<file path="config.mk">
export PLATFORM = sky130hd
export DESIGN_NAME = ssi_fifo
export DESIGN_NICKNAME = d
export VERILOG_FILES = /design/src/ssi_pkg.sv /design/src/ssi_fifo.sv
export VERILOG_INCLUDE_DIRS = /design/src /design/src/src
export SDC_FILE = /design/constraint.sdc
export NUM_CORES = 1
export LEC_CHECK = 0
export ABC_CLOCK_PERIOD_IN_PS = 11600
export CORE_MARGIN = 3
export CORE_UTILIZATION = 55
export CTS_BUF_LIST = sky130_fd_sc_hd__clkbuf_16
export CTS_CLUSTER_DIAMETER = 200
export DETAILED_ROUTE_END_ITERATION = 10
export DONT_BUFFER_PORTS = 1
export GPL_TIMING_DRIVEN = 0
export PLACE_DENSITY = 0.83
export SKIP_CTS_REPAIR_TIMING = 1
export SYNTH_ARGS = -nofsm -noshare
export SYNTH_HDL_FRONTEND = slang
export SYNTH_SLANG_ARGS = --single-unit
</file>
<file path="constraint.sdc">
create_clock -name clk -period 11.6 [get_ports clk]
set_clock_uncertainty 0.15 [all_clocks]
set_input_delay 3.48 -clock clk [delete_from_list [all_inputs] [get_ports clk]]
set_output_delay 3.48 -clock clk [all_outputs]
set_load 0.05 [all_outputs]
</file>
<file path="src/segment_segment_intersection_top_assert.svh">
// ----------------------------------------------------------------------------
// segment intersection assertion macros
// shared property wrappers, clocked on clk
// ----------------------------------------------------------------------------
`ifndef SEGMENT_SEGMENT_INTERSECTION_TOP_ASSERT_SVH
`define SEGMENT_SEGMENT_INTERSECTION_TOP_ASSERT_SVH

// checked only outside reset
`define SSI_ASSERT(lbl, prop, msg) \
  lbl: assert property (@(posedge clk) disable iff (rst) prop) else $error(msg);

// checked on every edge, reset included
`define SSI_ASSERT_NR(lbl, prop, msg) \
  lbl: assert property (@(posedge clk) prop) else $error(msg);

`endif

</file>
<file path="src/ssi_pkg.sv">
// ----------------------------------------------------------------------------
// ssi_pkg
// widths, payload types and constants of the segment intersection block
// ----------------------------------------------------------------------------
package ssi_pkg;

  localparam int COORD_BITS = 16;
  localparam int FRAC_BITS  = 8;
  localparam int OUT_BITS   = 24;
  localparam int T_BITS     = 16;

  localparam int DIF_BITS = COORD_BITS + 1;        // coordinate differences
  localparam int PRD_BITS = 2 * DIF_BITS;          // difference products
  localparam int SUM_BITS = PRD_BITS + 1;          // cross products
  localparam int MAG_BITS = COORD_BITS;            // |dx|, |dy|
  localparam int CRS_BITS = 2 * COORD_BITS + 1;    // |c2|, |det|
  localparam int LEN_BITS = 2 * COORD_BITS + 1;    // squared length
  localparam int LO_BITS  = COORD_BITS + 1;        // low slice of |c2|
  localparam int HI_BITS  = CRS_BITS - LO_BITS;
  localparam int RQ_BITS  = COORD_BITS + FRAC_BITS;
  localparam int R_BITS   = RQ_BITS + 2;
  localparam int RP_BITS  = R_BITS + DIF_BITS;
  localparam int DOT_BITS = RP_BITS + 1;
  localparam int SH_BITS  = T_BITS - FRAC_BITS;
  localparam int NUM_BITS = DOT_BITS + SH_BITS;
  localparam int TQ_BITS  = T_BITS + 1;
  localparam int TX_BITS  = TQ_BITS + 1 + DIF_BITS;
  localparam int EXT_BITS = TX_BITS + FRAC_BITS + 1;
  localparam int RND      = (SH_BITS > 0) ? (1 << (SH_BITS - 1)) : 0;

  localparam int FIFO_DEPTH = 2;
  localparam int BACK_LAT   = RQ_BITS + TQ_BITS + 9;
  localparam int LATENCY    = RQ_BITS + TQ_BITS + 15;

  typedef struct packed {
    logic signed [COORD_BITS-1:0] p1_x;
    logic signed [COORD_BITS-1:0] p1_y;
    logic signed [COORD_BITS-1:0] p2_x;
    logic signed [COORD_BITS-1:0] p2_y;
    logic signed [COORD_BITS-1:0] q1_x;
    logic signed [COORD_BITS-1:0] q1_y;
    logic signed [COORD_BITS-1:0] q2_x;
    logic signed [COORD_BITS-1:0] q2_y;
  } seg_t;

  typedef struct packed {
    logic                       found;
    logic signed [OUT_BITS-1:0] hit_x;
    logic signed [OUT_BITS-1:0] hit_y;
  } res_t;

  typedef struct packed {
    logic                         hit;
    logic signed [DIF_BITS-1:0]   dx;
    logic signed [DIF_BITS-1:0]   dy;
    logic signed [SUM_BITS-1:0]   c2;
    logic signed [SUM_BITS-1:0]   det;
    logic        [LEN_BITS-1:0]   len2;
    logic signed [COORD_BITS-1:0] p1_x;
    logic signed [COORD_BITS-1:0] p1_y;
  } job_t;

  typedef struct packed {
    logic                         hit;
    logic                         neg;
    logic signed [DIF_BITS-1:0]   dx;
    logic signed [DIF_BITS-1:0]   dy;
    logic        [LEN_BITS-1:0]   len2;
    logic signed [COORD_BITS-1:0] p1_x;
    logic signed [COORD_BITS-1:0] p1_y;
  } ptag_t;

  typedef struct packed {
    logic                         hit;
    logic                         zero;
    logic                         sat;
    logic signed [DIF_BITS-1:0]   dx;
    logic signed [DIF_BITS-1:0]   dy;
    logic signed [COORD_BITS-1:0] p1_x;
    logic signed [COORD_BITS-1:0] p1_y;
  } ttag_t;

endpackage

</file>
<file path="src/ssi_fifo.sv">
// ----------------------------------------------------------------------------
// ssi_fifo
// short job queue between classifier and solver, registered read side
// ----------------------------------------------------------------------------
`include "segment_segment_intersection_top_assert.svh"

module ssi_fifo (
  input  logic          clk,
  input  logic          rst,
  input  logic          push,
  input  ssi_pkg::job_t din,
  output logic          full,
  output logic          out_valid,
  output ssi_pkg::job_t dout
);

  localparam int AW = $clog2(ssi_pkg::FIFO_DEPTH);

  ssi_pkg::job_t mem [ssi_pkg::FIFO_DEPTH];
  logic [AW-1:0] wr_ptr, rd_ptr;
  logic [AW:0]   count, count_next;
  logic          pop;

  // the solver never stalls, so the queue pops a job whenever it is not empty
  assign pop  = count != '0;
  assign full = count == (AW+1)'(ssi_pkg::FIFO_DEPTH);

  always_comb begin
    count_next = count + (AW+1)'(push) - (AW+1)'(pop);
  end

  always_ff @(posedge clk) begin
    if (rst) begin
      wr_ptr    <= '0;
      rd_ptr    <= '0;
      count     <= '0;
      out_valid <= 1'b0;
    end else begin
      if (push) begin
        wr_ptr <= wr_ptr + 1'b1;
      end
      if (pop) begin
        rd_ptr <= rd_ptr + 1'b1;
      end
      count     <= count_next;
      out_valid <= pop;
    end
  end

  always_ff @(posedge clk) begin
    if (push) begin
      mem[wr_ptr] <= din;
    end
    if (pop) begin
      dout <= mem[rd_ptr];
    end
  end

  `SSI_ASSERT(a_fifo_no_overflow, (push |-> !full), "job pushed into full queue")

endmodule

</file>
==> metrics <==
run status=finished clean; # Max-Cap Violations=0; Leak Pwr=roughly 0.0068 uW; met1 Resource Use GR=a little under a fifth; Core ar.=0.0318 mm2; nets=~960; initial antenna violation count=0; grt ovf=0; # clock sinks=between 500 and 600; Mapped Area=between 0.015 and 0.02 mm2; GRT Total Usage=17.6%; fmax=approximately 180 MHz; share of the synthesized area in the top cell type=between 80 and 90%; clk buf depth=3; worst slew pin tran=~1.0 ns; Die Y=around 190 um; Pint=between 3000 and 4000 uW; Total Wirelength=between 30000 and 40000 um; Hold Path Class=reg2reg; H-tree depth=2; CTS buffer count=49; data arrival time of the critical path=1.87 ns; RR Startpoint=count[1]$_SDFF_PP0_; Die W=186 um; worst-path fanout max=7; Vias=6800; smallest hold slack=0.390 ns; Period minus WS final=5.50 ns; crit end category=output port; grt met3 use=9.47%; Seq/Total Area, Yosys=between 80 and 90%; vias in the first global route=approximately 7600; Synth Instances=a little over 700; most instantiated library cell after synthesis=edfxtp_1; r2r worst-path depth=3; post-synth cell types=17; I/O pins=345; Root Buffer=clkbuf_16; gpl congestion=0.738; most area-hungry cell type in the Yosys netlist=edfxtp_1; CP max stage cell=nor2b_1; RR Endpoint=dout[20]$_DFFE_PP_; slowest stage delay, CP=about 0.85 ns; WL/cell=around 25 um; Post-synth EDFFs=510; post-synthesis async set-or-reset flop share=0%; ranking of synthesized cells by area=edfxtp_1 (86%), mux2_4 (6.5%), mux2_2 (5.8%); drc violations=0; Worst Path Buf+Inv=0; Final Hold Viols=0; r2r setup slk=between 9 and 10 ns; first-pass GRT wire length=around 46000 um; drt first pass iters=5; vias per inst=around 5.4; Crit Path Category=reg2out; Synth warnings=0; num rows=65; Area Overhead vs Synth=13.5%; Max Slew Vio Count=0; switching share of power=around a fifth; combinational power share=about 4.5%; full die area=~0.035 mm2; layout cell share with drive strength beyond 1=between 30 and 40%; WP data required=approximately 8.0 ns; Worst-path clk slew=0.06 ns; global route hottest layer=met2; most instantiated cells after synthesis=edfxtp_1 (510), mux2_2 (92), mux2_4 (78); met2 Use GR=~30%; worst hold path depth=1; critical-path cell list=nor2b_1; Peak VDD IR=about 0.17 mV; CP Launch Point=count[1]$_SDFF_PP0_; Hold Path Sink=dout[81]$_DFFE_PP_; number of setup violations in the final report=0; Synth Register Bits=about 520; crit path launch type=flop; Final Non-Filler Cells=around 1300; Synth Area per Inst=between 20 and 25 um2; initial core utilization=a little under three fifths; Sequential Power Share=between 50% and 60%; TritonCTS clock tree=built; fill count=2015; relative slew slack=32.5%; pin count of the biggest net entering global routing=63; DP Wirelength=~21000 um; 1st-iter DRT viols=approximately 430; Psw=between 800 and 900 uW; Power Dens Cells=slightly below 200 mW/mm2; CP top delay family=simple AND/OR/NAND/NOR gates; setup_tns=0 ns; RSZ-0062 raised after global routing=false; Inserted Diodes=0; post-route design area=0.0203 mm2; antenna viol nets, final=0; HP Start=mem[1][81]$_DFFE_PP_; Post-synth top flop=edfxtp_1; clock network power share=a little under two fifths; worst skew pair latency=between 0.5 and 0.6 ns; placed cell area=0.0188 mm2; synthesized netlist net count=around 890; Final Cycle Share=47.4%; Placed Instances=1168; Port Buffers=0
==> metal layers <==
layer	up-vias	share of wire, %
met5	-	0
met2	300	50
li1	3025	-
met4	0	3.2
met3	64	12
met1	3411	34
==> worst max path at each step <==
stage	endpoint	slack, ns	cells after the start
final	full	6.10	1
after global routing	full	6.06	1
after CTS	full	6.07	1
after detailed placement	mem[0][88]$_DFFE_PP_	6.31	4
after global placement	mem[0][7]$_DFFE_PP_	0.71	1
after floorplan	mem[0][0]$_DFFE_PP_	3.10	1
==> registers in the layout, indices dropped and copies added (netlist names) <==
| name | count |
|---|---|
| count | 2 |
| dout | 170 |
| mem | 340 |
| out_valid | 1 |
| rd_ptr | 1 |
| wr_ptr | 1 |
==> placed cells by master, fill, tap and decap left out, drive strengths merged, types with 2 or more instances in the layout <==
| cell type | netlist | routed |
|---|---|---|
| dfxtp | 5 | 5 |
| clkbuf | 0 | 49 |
| mux2 | 170 | 170 |
| buf | 19 | 32 |
| clkinv | 0 | 21 |
| nor2b | 5 | 5 |
| nor3 | 2 | 2 |
| bufinv | 0 | 5 |
| clkinvlp | 0 | 3 |
| inv | 0 | 9 |
| edfxtp | 510 | 510 |
==> stage by stage <==
step | utilization (%) | power [uW] | setup slack [ns]
finish | 63.9 | 4000 | 6.10
global route | 63.9 | 4140 | 6.06
CTS | 63.9 | 4040 | 6.07
detailed placement | 59.1 | 2550 | 6.31
global placement | 58.0 | 2540 | 0.715
floorplan | - | 2490 | 3.10
==> worst register-to-register path, stage by stage, from the launching register on <==
cell and delay (ns):
dfxtp_1 0.48, or2_4 0.50, buf_16 0.30, buf_16 0.31
==> power groups by stage <==
stage | clock, uW | combinational (uW) | sequential, uW
detailed placement | 0 | 185 | 2360
global route | 1610 | 196 | 2330
finish | 1500 | 180 | 2320
global placement | 0 | 159 | 2380
floorplan | 0 | 129 | 2360
CTS | 1540 | 186 | 2320
==> kinds of logic (layout without fill, tap and decap cells) <==
logic type      Yosys count  count (layout)  synth area share [%]
simple gates             11              11                 0.419
buf+inv                  19             119                 0.881
compound gates            3               3                 0.126
fa+ha+maj                 1               1                0.0699
mux                     170             170                  12.3
xor+xnor                  1               1                0.0489
flops                   515             515                  86.1
==> cell type report <==
cell class                 instances  area (um2)  area share (%)
clock inverter                    38         302            1.48
sequential                       515       15400            75.9
clock buffer                      49        1230            6.04
tap                              435         544            2.68
buffer                            19         158           0.776
multi-input combinational        186        2340            11.5
timing repair buffer              13         328            1.61
No activity file was read; power rests on OpenSTA's default activity.
